--- config.mk ---
export PLATFORM = sky130hd
export DESIGN_NAME = buddy_block_allocator_core
export DESIGN_NICKNAME = d
export VERILOG_FILES = /design/src/rtl/bba_pkg.sv /design/src/rtl/bba_tree.sv /design/src/rtl/buddy_block_allocator_core.sv
export SDC_FILE = /design/constraint.sdc
export NUM_CORES = 2
export LEC_CHECK = 0
export BUFFER_PORTS_ARGS = -buffer_cell sky130_fd_sc_hd__buf_2
export CORE_MARGIN = 2
export CORE_UTILIZATION = 25
export CTS_CLUSTER_DIAMETER = 60
export DETAILED_ROUTE_END_ITERATION = 7
export GPL_TIMING_DRIVEN = 0
export SYNTH_ARGS = -nofsm -noshare
export SYNTH_HDL_FRONTEND = slang
export SYNTH_SLANG_ARGS = --single-unit
--- constraint.sdc ---
create_clock -name clk -period 14.8 [get_ports clk]
set_input_delay 2.22 -clock clk [delete_from_list [all_inputs] [get_ports clk]]
set_output_delay 2.22 -clock clk [all_outputs]
set_load 0.05 [all_outputs]
--- src/rtl/bba_pkg.sv ---
// Package for the buddy block allocator: sizes, status codes and request kinds.
// Used by bba_tree and buddy_block_allocator_core; depends on nothing else.
package bba_pkg;
  localparam int unsigned LEVELS_DEF       = 9;
  localparam int unsigned HEADER_BYTES_DEF = 16;
  localparam int unsigned ADDR_W           = 24;
  localparam int unsigned LOG2_W           = 5;
  localparam int unsigned TOTAL_W          = 9;
  localparam int unsigned CLASS_W          = 4;
  localparam int unsigned STATUS_W         = 2;
  localparam int unsigned LOG2_MAX         = 16;

  localparam logic [STATUS_W-1:0] ST_OK      = 2'd0;
  localparam logic [STATUS_W-1:0] ST_TOO_BIG = 2'd1;
  localparam logic [STATUS_W-1:0] ST_OOM     = 2'd2;
  localparam logic [STATUS_W-1:0] ST_BADFREE = 2'd3;

  localparam logic REQ_ALLOC = 1'b0;
  localparam logic REQ_FREE  = 1'b1;

  localparam logic CFG_LOG2  = 1'b0;
  localparam logic CFG_TOTAL = 1'b1;

  // Free map port request, one access per cycle.
  typedef struct packed {
    logic        we;
    logic        wbit;
    logic [15:0] addr;
  } map_req_t;
endpackage

--- src/rtl/bba_tree.sv ---
// Free map store of the buddy allocator: one free bit per tree node.
// Depends on bba_pkg; one synchronous read/write port, registered read data.
module bba_tree
  import bba_pkg::*;
#(
  parameter int unsigned LEVELS = LEVELS_DEF,
  localparam int unsigned NW    = LEVELS
) (
  input  logic             clk,
  input  map_req_t         req,
  output logic             rbit
);
  localparam int unsigned NODES = 1 << LEVELS;
  logic mem [NODES];

  always_ff @(posedge clk) begin
    if (req.we) begin
      mem[req.addr[NW-1:0]] <= req.wbit;
    end
    rbit <= mem[req.addr[NW-1:0]];
  end
endmodule

--- src/rtl/buddy_block_allocator_core.sv ---
// Top level of the buddy block allocator: sequencer, tag store and config.
// Depends on bba_pkg and bba_tree.
//
// One request is handled at a time. An allocate scans the free map in the
// class found from length plus header, lowest node first, each node read
// as an address state, then a state for the registered read data,
// moving to larger classes until a free node is found. It then clears
// that node and walks down to the needed class: for each class one write
// sets the upper half free, the next clears the lower half. The scan
// dominates: a worst case reads nearly all 2^LEVELS nodes. A free reads
// and clears the tag of the block, then one read plus one write a class
// while merging. After reset and after every configuration write a
// clearing pass rewrites the free map with the greedy carve and the
// 2^(LEVELS-1) tags with zero; no word is taken during it. The result
// sits in an output register; the next word is taken once it has gone.
module buddy_block_allocator_core
  import bba_pkg::*;
#(
  parameter int unsigned LEVELS       = LEVELS_DEF,
  parameter int unsigned HEADER_BYTES = HEADER_BYTES_DEF
) (
  input  logic        clk,
  input  logic        rst,
  input  logic        s_tvalid,
  output logic        s_tready,
  input  logic [55:0] s_tdata,   // req_type[0], length[24:1], address[48:25]
  output logic        m_tvalid,
  input  logic        m_tready,
  output logic [31:0] m_tdata,   // address_out[23:0], status[25:24], class[29:26]
  input  logic        cfg_we,
  input  logic        cfg_index,
  input  logic [8:0]  cfg_wdata
);
  localparam int unsigned NW     = LEVELS;
  localparam int unsigned BW     = LEVELS - 1;
  localparam int unsigned NODES  = 1 << LEVELS;
  localparam int unsigned MAXBLK = 1 << (LEVELS - 1);
  localparam int unsigned KW     = $clog2(LEVELS + 1);

  typedef enum logic [3:0] {
    S_CLR, S_IDLE, S_CLASS, S_SCAN, S_SCANW, S_SPLIT, S_FTAG, S_FTAGW,
    S_MRD, S_MRDW, S_MDONE, S_OUT
  } state_t;

  state_t state;
  logic [LOG2_W-1:0]  blog;
  logic [TOTAL_W-1:0] tblocks;

  // Tag store: class+1 per basic block, 0 when nothing starts there.
  logic [CLASS_W-1:0] tag_mem [MAXBLK];
  logic [CLASS_W-1:0] tag_rd;
  logic               tag_we;
  logic [BW-1:0]      tag_addr;
  logic [CLASS_W-1:0] tag_wd;

  map_req_t mreq;
  logic     mbit;

  logic [NW:0]       cnt;       // clearing sweep and scan index
  logic [KW-1:0]     kneed, kcur;
  logic [BW:0]       blk;
  logic [BW:0]       carve_left, carve_at;
  logic [ADDR_W-1:0] req_len, req_addr;
  logic [ADDR_W-1:0] o_addr;
  logic [STATUS_W-1:0] o_st;
  logic [CLASS_W-1:0]  o_cls;

  // effective block size log2 and usable region
  logic [LOG2_W-1:0] lg;
  logic [BW+1:0]     cap;
  logic [ADDR_W:0]   fit;
  assign lg  = (blog > LOG2_W'(LOG2_MAX)) ? LOG2_W'(LOG2_MAX) : blog;
  assign fit = ADDR_W'(((ADDR_W+1)'(24'hFFFFFF - HEADER_BYTES)) >> lg) + 1'b1;
  always_comb begin
    logic [ADDR_W:0] c;
    c = (ADDR_W+1)'(tblocks);
    if (c > (ADDR_W+1)'(MAXBLK)) c = (ADDR_W+1)'(MAXBLK);
    if (c > fit) c = fit;
    cap = (BW+2)'(c);
  end

  function automatic logic [NW-1:0] node_of(input logic [KW-1:0] k, input logic [BW:0] b);
    logic [NW:0] base;
    base = ((NW+1)'(1) << (LEVELS - 1 - k)) - 1'b1;
    return NW'(base + (NW+1)'(b >> k));
  endfunction

  // carve: class chosen for the next free piece during the clear sweep
  logic [KW-1:0] ck;
  logic          ck_hit;
  always_comb begin
    ck = '0; ck_hit = 1'b0;
    for (int k = LEVELS - 1; k >= 0; k--) begin
      if (!ck_hit && carve_left >= (BW+1)'(1 << k)) begin
        ck = KW'(k); ck_hit = 1'b1;
      end
    end
  end

  // needed class for the held length
  logic [KW-1:0] kn;
  logic          kn_ok;
  always_comb begin
    logic [ADDR_W+1:0] need;
    need  = (ADDR_W+2)'(req_len) + (ADDR_W+2)'(HEADER_BYTES);
    kn    = '0; kn_ok = 1'b0;
    for (int k = LEVELS - 1; k >= 0; k--) begin
      if (lg + LOG2_W'(k) >= 26 || ((ADDR_W+2)'(1) << (lg + LOG2_W'(k))) >= need) begin
        kn = KW'(k); kn_ok = 1'b1;
      end
    end
  end

  logic [ADDR_W-1:0] foff;
  logic [ADDR_W-1:0] fblk;
  assign foff = req_addr - ADDR_W'(HEADER_BYTES);
  assign fblk = foff >> lg;

  always_comb begin
    mreq = '{we: 1'b0, wbit: 1'b0, addr: '0};
    tag_we = 1'b0; tag_addr = blk[BW-1:0]; tag_wd = '0;
    unique case (state)
      S_CLR: begin
        mreq.we = 1'b1; mreq.addr = 16'(cnt[NW-1:0]);
        mreq.wbit = ck_hit && (cnt[NW-1:0] == node_of(ck, carve_at));
        tag_we = !cnt[NW-1]; tag_addr = cnt[BW-1:0];
      end
      S_SCAN:  mreq.addr = 16'(node_of(kcur, cnt[BW:0] << kcur));
      S_SPLIT: begin
        // cnt[0] high: set the upper half free; low: clear the lower half
        mreq.we = 1'b1;
        mreq.addr = 16'(node_of(kcur, blk));
        if (kcur == kneed && !cnt[0]) begin
          tag_we = 1'b1; tag_wd = CLASS_W'(kneed) + 1'b1;
        end else begin
          mreq.wbit = cnt[0];
        end
      end
      S_FTAG:  tag_addr = fblk[BW-1:0];
      S_FTAGW: tag_we = (tag_rd != '0);
      S_MRD:   mreq.addr = 16'(node_of(kcur, blk ^ ((BW+1)'(1) << kcur)));
      S_MRDW: if (mbit) begin
        mreq.we = 1'b1; mreq.addr = 16'(node_of(kcur, blk ^ ((BW+1)'(1) << kcur)));
      end
      S_MDONE: begin
        mreq.we = 1'b1; mreq.wbit = 1'b1; mreq.addr = 16'(node_of(kcur, blk));
      end
      default: ;
    endcase
  end

  bba_tree #(.LEVELS(LEVELS)) u_tree (.clk(clk), .req(mreq), .rbit(mbit));

  always_ff @(posedge clk) begin
    if (tag_we) tag_mem[tag_addr] <= tag_wd;
    tag_rd <= tag_mem[tag_addr];
  end

  always_ff @(posedge clk) begin
    if (rst) begin
      state <= S_CLR; cnt <= '0; blog <= LOG2_W'(7); tblocks <= TOTAL_W'(256);
      carve_left <= '0; carve_at <= '0; m_tvalid <= 1'b0;
    end else begin
      if (cfg_we) begin
        if (cfg_index == CFG_LOG2) blog <= cfg_wdata[LOG2_W-1:0];
        else tblocks <= cfg_wdata;
        state <= S_CLR; cnt <= '0;
      end
      if (state == S_CLR && cnt == '0 && !cfg_we) begin
        // first sweep cycle loads the carve; the node write this cycle
        // is redone since the low bits of cnt stay 0
        carve_left <= (BW+1)'(cap); carve_at <= '0;
        cnt <= (NW+1)'(1) << NW;
      end else if (!cfg_we) begin
        unique case (state)
          S_CLR: begin
            // counts up through all nodes; cnt top bit marks a live sweep
            if (ck_hit && cnt[NW-1:0] == node_of(ck, carve_at)) begin
              carve_at <= carve_at + ((BW+1)'(1) << ck);
              carve_left <= carve_left - ((BW+1)'(1) << ck);
            end
            if (cnt[NW-1:0] == NW'(NODES - 1)) state <= S_IDLE;
            else cnt <= {1'b1, cnt[NW-1:0] + 1'b1};
          end
          S_IDLE: if (s_tvalid) begin
            req_len <= s_tdata[24:1];
            req_addr <= s_tdata[48:25];
            state <= (s_tdata[0] == REQ_FREE) ? S_FTAG : S_CLASS;
          end
          S_CLASS: begin
            o_addr <= '0; o_cls <= '0;
            if (!kn_ok || ((BW+2)'(1) << kn) > cap) begin
              o_st <= ST_TOO_BIG; state <= S_OUT;
            end else begin
              kneed <= kn; kcur <= kn; cnt <= '0; state <= S_SCAN;
            end
          end
          S_SCAN: state <= S_SCANW;
          S_SCANW: begin
            if (mbit) begin
              blk <= (BW+1)'(cnt[BW:0] << kcur); cnt <= '0; state <= S_SPLIT;
            end else if ((cnt[BW:0] + 1'b1) == ((BW+1)'(1) << (LEVELS - 1 - kcur))) begin
              if (kcur == KW'(LEVELS - 1)) begin
                o_st <= ST_OOM; state <= S_OUT;
              end else begin
                kcur <= kcur + 1'b1; cnt <= '0; state <= S_SCAN;
              end
            end else begin
              cnt <= cnt + 1'b1; state <= S_SCAN;
            end
          end
          S_SPLIT: begin
            // cnt[0]=0: clear the taken node; then set upper halves
            if (kcur == kneed && cnt[0] == 1'b0) begin
              o_st <= ST_OK; o_cls <= CLASS_W'(kneed);
              o_addr <= ADDR_W'((ADDR_W)'(blk) << lg) + ADDR_W'(HEADER_BYTES);
              state <= S_OUT;
            end else if (cnt[0] == 1'b0) begin
              kcur <= kcur - 1'b1; blk <= blk + ((BW+1)'(1) << (kcur - 1'b1));
              cnt[0] <= 1'b1;
            end else begin
              blk <= blk - ((BW+1)'(1) << kcur);
              cnt[0] <= 1'b0;
            end
          end
          S_FTAG: begin
            o_addr <= '0; o_cls <= '0; o_st <= ST_BADFREE;
            blk <= (BW+1)'(fblk);
            if (req_addr < ADDR_W'(HEADER_BYTES) ||
                (foff & ((ADDR_W'(1) << lg) - 1'b1)) != '0 ||
                fblk >= ADDR_W'(cap)) state <= S_OUT;
            else state <= S_FTAGW;
          end
          S_FTAGW: begin
            if (tag_rd == '0) state <= S_OUT;
            else begin
              kcur <= (tag_rd - 1'b1 > CLASS_W'(LEVELS - 1)) ? KW'(LEVELS - 1)
                                                               : KW'(tag_rd - 1'b1);
              o_cls <= (tag_rd - 1'b1 > CLASS_W'(LEVELS - 1)) ? CLASS_W'(LEVELS - 1)
                                                                : tag_rd - 1'b1;
              o_addr <= req_addr; o_st <= ST_OK;
              state <= (tag_rd - 1'b1 >= CLASS_W'(LEVELS - 1)) ? S_MDONE : S_MRD;
            end
          end
          S_MRD: state <= S_MRDW;
          S_MRDW: begin
            if (mbit) begin
              blk <= blk & ~((BW+1)'(1) << kcur);
              kcur <= kcur + 1'b1;
              state <= (kcur + 1'b1 == KW'(LEVELS - 1)) ? S_MDONE : S_MRD;
            end else state <= S_MDONE;
          end
          S_MDONE: state <= S_OUT;
          S_OUT: begin
            m_tvalid <= 1'b1;
            if (m_tvalid && m_tready) begin
              m_tvalid <= 1'b0; state <= S_IDLE;
            end
          end
          default: state <= S_IDLE;
        endcase
      end
    end
  end

  assign s_tready = (state == S_IDLE) && !cfg_we;
  assign m_tdata  = {2'b00, o_cls, o_st, o_addr};

  // the tag of a freed block is cleared at its start while blk still holds
  // it, before merging moves blk down to the merged block

  a_busy: assert property (@(posedge clk) disable iff (rst)
    m_tvalid |-> !s_tready) else $error("input taken with result pending");
  a_clr: assert property (@(posedge clk) disable iff (rst)
    (state == S_CLR) |-> !m_tvalid) else $error("result during clear");
  a_ok_cls: assert property (@(posedge clk) disable iff (rst)
    (m_tvalid && o_st != ST_OK) |-> (o_cls == '0 && o_addr == '0))
    else $error("error result carries data");
endmodule

======== Yosys cells after proc, flatten, opt, wreduce, memory -nomap -nowiden ========
Memory sizes are Yosys's and may differ from the RTL's. A register that Yosys moved wholly into a read port is not among the register bits.
Index checks and enable logic that the tools add are counted.
W data, S select, Z words.
cells by class
  $add $sub $neg .......................... 39
  $lt $le $gt $ge ......................... 35
  reductions and logical operators ........ 65
  shift operators ......................... 25
  equal/unequal tests ..................... 30
  mux-type cells .......................... 116
  bitwise operators ....................... 10
operator list
  cell                     number
  $ge A26 B25 Y1           9
  $shl A1 B5 Y26 const A   9
  $mux W4                  42
  $shl A1 B32 Y9 const A   3
  $mux W10                 9
  $mux W9                  10
  $pmux W24 S3             1
  $add A9 B9 Y9            6
  $ge A6 B5 Y1 const B     8
  $mux W24                 2
  $pmux W4 S12             1
  $pmux W9 S5              1
  $pmux W9 S4              1
  $shr A9 B4 Y9            4
  $mux W1                  28
  $pmux W9 S3              1
  $shl A1 B4 Y9 const A    3
  $add A24 B1 Y25 const B  1
  $add A24 B5 Y25 const B  1
  $gt A9 B25 Y1            1
  $add A24 B5 Y24 const B  1
  $add A5 B3 Y6 const B    4
  $and A24 B24 Y24         1
  $eq A4 B4 Y1 const B     6
  other kinds (80)         167
storage, ports and cells
  register bits ........................... 142
  output and inout bits ................... 34
  word-level logic and storage cells ...... 338
  memories ................................ 2
  bits in writable memories ............... 1,536
  bits of input ports ..................... 71
memory list
  memory      words  width  rd ports  clocked after memory_dff  write ports  line                              RTL
  tag_mem     256    4      1         1                         1            buddy_block_allocator_core.sv:50  logic [CLASS_W-1:0] tag_mem [MAXBLK];
  u_tree.mem  512    1      1         1                         1            bba_tree.sv:14                    logic mem [NODES];

======== Depth between registers and ports, before layout ========
  depth after elaboration ................. 36
  mapped depth ............................ 41

======== Hierarchy ========
Synthesis repeated with hierarchy kept, for this count alone.
unflattened totals
  cell total of the unflattened synthesis .. 6,895
  area, all modules ....................... 85,381.9 µm²
modules (own cells, without submodules)
  module                      instances  area each (µm²)  seq. area each (µm²)  cells an instance
  buddy_block_allocator_core  1          63,120.5         34,623.2              5,316
  bba_tree                    1          22,261.4         15,394.8              1,579

======== Least setup slack after synthesis ========
OpenSTA, ideal clock, no wires.
  path kind ............................... register -> register
  start ................................... reg carve_left[4]
  end ..................................... mem u_tree.mem[0] (data pin)
  data arrival time ....................... 10,424 ps
  library setup time ...................... 1,449 ps
  cell stages (with the launch flop) ...... 21
  path slack .............................. 2,926 ps
  required time ........................... 13,351 ps
  period minus slack after synthesis ...... 11,874 ps
  cell sequence ........................... dfxtp_1 > nor4_1 > o21ai_0 > a21oi_1 > inv_2 > ha_1 > ha_1 > nor2_1 > nand2_1 > ha_1 > inv_1 > ha_1 > a21o_1 > a21o_1 > a21o_1 > a21o_1 > a21o_1 > a21oi_1 > xnor2_1 > nand4_1 > nand2_1
RTL lines
  what                      line                               RTL
  start: declaration        buddy_block_allocator_core.sv:62   logic [BW:0] carve_left, carve_at;
  start signal: assignment  buddy_block_allocator_core.sv:180  carve_left <= carve_left - ((BW+1)'(1) << ck);
  end: declaration          bba_tree.sv:14

======== Worst setup path in the final report ========
  start ................................... reg blog[4]
  end ..................................... reg cnt[7]
RTL lines
  what                      line                               RTL
  start: declaration        buddy_block_allocator_core.sv:46   logic [LOG2_W-1:0] blog;
  start signal: assignment  buddy_block_allocator_core.sv:165  if (cfg_index == CFG_LOG2) blog <= cfg_wdata[LOG2_W-1:0];
  $gt A5 B5 Y1              buddy_block_allocator_core.sv:72   assign lg = (blog > LOG2_W'(LOG2_MAX)) ? LOG2_W'(LOG2_MAX) : blog;
  $mux W5 (*)               buddy_block_allocator_core.sv:72
  $add A5 B3 Y5             buddy_block_allocator_core.sv:108  if (lg + LOG2_W'(k) >= 26 || ((ADDR_W+2)'(1) << (lg + LOG2_W'(k))) >= need) begin
  $shl A1 B5 Y26            buddy_block_allocator_core.sv:108
  $ge A26 B25 Y1            buddy_block_allocator_core.sv:108
  $logic_or A1 B1 Y1        buddy_block_allocator_core.sv:108
  $mux W4 (7 in a row)      buddy_block_allocator_core.sv:108
  $mux W4 (*)               buddy_block_allocator_core.sv:108
  named net kn[0]           buddy_block_allocator_core.sv:101  logic [KW-1:0] kn;
  $shl A1 B4 Y10 (*)        buddy_block_allocator_core.sv:192  if (!kn_ok || ((BW+2)'(1) << kn) > cap) begin
  $gt A10 B10 Y1 (*)        buddy_block_allocator_core.sv:192
  $logic_or A1 B1 Y1 (*)    buddy_block_allocator_core.sv:192
  $mux W10 (*)              buddy_block_allocator_core.sv:192
  $pmux W9 S3 (*)           buddy_block_allocator_core.sv:175  unique case (state)
  $mux W10 (*)              buddy_block_allocator_core.sv:174  end else if (!cfg_we) begin
  end signal: assignment    buddy_block_allocator_core.sv:173  cnt <= (NW+1)'(1) << NW;
  end signal: assignment    buddy_block_allocator_core.sv:183  else cnt <= {1'b1, cnt[NW-1:0] + 1'b1};
  end: declaration          buddy_block_allocator_core.sv:59   logic [NW:0] cnt;
The timed path passes the listed nets; every way through them passes the cells marked *.
A chain may end at the register's enable or synchronous reset.

==> results_dict.tcl <==
set metrics [dict create \
    routed_via_density 5.49 \
    cp.required_ps 15500 \
    die_h_um 590 \
    core_area_um2 342000 \
    numCtsBuffers 181 \
    synthFlopType "edfxtp_1" \
    postCtsResizedCells 0 \
    antenna_left 0 \
    hp-class "register to register" \
    grt_max_degree 106 \
    grt_pass1_vias 65300 \
    numPortBuffers 93 \
    status "finished with violations" \
    gp_congestion 1.01 \
    criticalPathCategory "register to register" \
    post-route-period-util_pct 83.3 \
    finalHoldViolations 0 \
    clk_pin_slew_ps 60 \
    finalMaxSlewViolations 274 \
    synthesis.area_um2 85800 \
    clk-insertion-delay-late_ps 890 \
    vdd_drop_max_mv 0.146 \
    start_util_pct 25.1 \
    synth.most_common_cell "edfxtp_1" \
    maxSlewHeadroom_pct -17.7 \
    seqPwrFrac_pct 49.2 \
    arrival_ps 13030 \
    synth_edf_count 1631 \
    synthCells 7980 \
    synth_async_sr_flop_share_pct 0 \
    dieArea_um2 348000 \
    syn_to_final_growth_pct 15.3 \
    drtIter0Drc 11800 \
    finalCriticalPeriod_ps 12330 \
    p_comb_share_pct 7.3 \
    synth_top_area_share_pct 57.1 \
    final_net_count 8751 \
    dr.pass1.iters 8 \
    maxCapViolations 29 \
    p_per_area_nw_per_um2 106 \
    stdcell_count 13000 \
    gr-total-overflow 0 \
    switching_share_pct 24.5 \
    grt_use_total_pct 19.4 \
    cts_tree "yes" \
    start_kind "register" \
    htree_levels 4 \
    clkPwrFrac_pct 43.4 \
    vias 71500 \
    avgSynthCellArea_um2 10.7 \
    finalSetupTns_ps 0 \
    antenna_found_initial 27 \
    cp_max_fo 10 \
    die-width_um 590 \
    synth_area_leaders "edfxtp_1 57%, ha_1 5.4%, nor2_1 5.4%" \
    cts_sinks 1683 \
    max_slew.worst_pin.slew_ps 1770 \
    yosysWarnings 0 \
    failed_checks "DRC, capacitance limit, slew limit" \
    crit_top_cell "clkbuf_1" \
    cts_setup_buffers 0 \
    power.static_leakage_nw 35.6 \
    ys_seq_area_share_pct 58.3 \
    synth.largest_area_cell "edfxtp_1" \
    rows 215 \
    synth.distinct_cells 90 \
    nFillCells 35500 \
    rsz0062_at_grt "no" \
    drc 5 \
    synth-seq-cells 1683 \
    cts_buffer_depth 3 \
    multi_input_comb_area_um2 33100 \
    cpMaxStageDelayCell "clkbuf_1" \
    finalSetupViolations 0 \
    yosys-top-cells-count "1631 x edfxtp_1, 1225 x nor2_1, 1220 x nand2_1, 443 x clkbuf_1, 400 x a21oi_1" \
    wirelength_mm 352 \
    dp_cells 12700 \
    path_buf_inv 10 \
    clock-root-buffer "clkbuf_16" \
    seq_area_um2 50000 \
    max_freq_mhz 81.1 \
    ios 105 \
    power_mw 10.5 \
    dp_hpwl_mm 242 \
    drive_gt1_share_pct 6.88 \
    max_stage_delay_ps 750 \
    critPathCaptureType "register" \
    wl_per_cell_um 27.0 \
    finClkSkew_ps 78.1 \
    p_switching_mw 2.57 \
    cts-hold-fix-buffers 0 \
    critPathTopFamily "buffers and inverters" \
    grt_pass1_wl_mm 488 \
    intPower_mw 7.92 \
]
-- stage by stage --
stage	cell area, µm²	worst slack, ps	hold slack (ps)	util, %
global placement	92000	-3210	442	26.9
CTS	98800	2910	455	28.9
detailed placement	92900	2930	447	27.2
floorplan	85800	2930	432	-
global route	98800	2110	477	28.9
finish	98800	2470	455	28.9
-- cells by family after synthesis --
| family | after synthesis | synth area share (%) |
|---|---|---|
| AOI/OAI and AO/OA | 1573 | 12.6 |
| other | 2 | 0.00876 |
| adders and majority gates | 377 | 5.55 |
| xor gates and xnor gates | 145 | 1.48 |
| muxes | 188 | 2.38 |
| buffers and inverters | 708 | 3.26 |
| and+or+nand+nor | 3304 | 16.4 |
| DFF | 1683 | 58.3 |
-- layer usage --
layer  vias to the layer above  part of all wire (%)  track usage (%)
li1                      30200                     -                -
met1                     35100                    39             25.8
met2                      5204                    43             29.1
met3                       996                    13             5.39
met4                        17                   5.3             9.10
met5                         -                 0.039                0
-- power by group through the flow --
stage               registers [mW]  logic (mW)  clock network (mW)
floorplan                     5.26       0.486                   0
global placement              5.27       0.739                   0
detailed placement            5.26       0.740                   0
CTS                           5.16       0.746                4.54
global route                  5.16       0.822                4.74
finish                        5.16       0.768                4.55
-- cell type report --
class,instances,area share [%]
Clock buffer,230,4.86
Buffer,577,2.36
Sequential cell,1683,50.6
Clock inverter,105,1.07
Tap cell,4557,5.77
Inverter,131,0.497
Antenna cell,14,0.0354
Timing Repair Buffer,133,1.30
Multi-Input combinational cell,5596,33.5
-- registers in the layout, summed over array words and instances (netlist names), 10 cells and up --
register    count
o_addr         24
tag_mem      1024
req_len        24
req_addr       24
u_tree.mem    512
cnt            10
-- placed cells by master (no fill, tap or decap), drive strengths merged, types with 50 or more instances in the layout --
cell type     n
a211oi       53
a21o        101
a21oi       400
a221oi      203
a311oi       88
a31oi        67
and3         70
buf         266
clkbuf      674
clkinv       78
dfxtp        52
edfxtp     1631
ha          371
inv         140
mux2         60
mux2i       122
nand2      1220
nand2b       50
nand3       347
nand4        77
nor2       1225
nor2b        57
nor3        110
o21a         50
o21ai       232
o22ai        88
xnor2        96
-- worst paths after layout --
path	start	to	slack, ps	cells after the start
worst max-delay path	blog[4]	cnt[7]	2470	34
worst min-delay path	tblocks[1]	tblocks[1]	460	2
worst max register to register	blog[4]	cnt[7]	2470	34
worst min register to register	tblocks[1]	tblocks[1]	460	2
-- worst reg2reg max path: cells and delay by family, from the launching register on --
| family | cells | cell delay (ps) |
|---|---|---|
| buf+inv | 10 | 6020 |
| fa+ha+maj | 2 | 580 |
| compound gates | 15 | 3380 |
| simple gates | 7 | 1650 |
| flops | 1 | 550 |
Power figures use the tool's default switching activity.
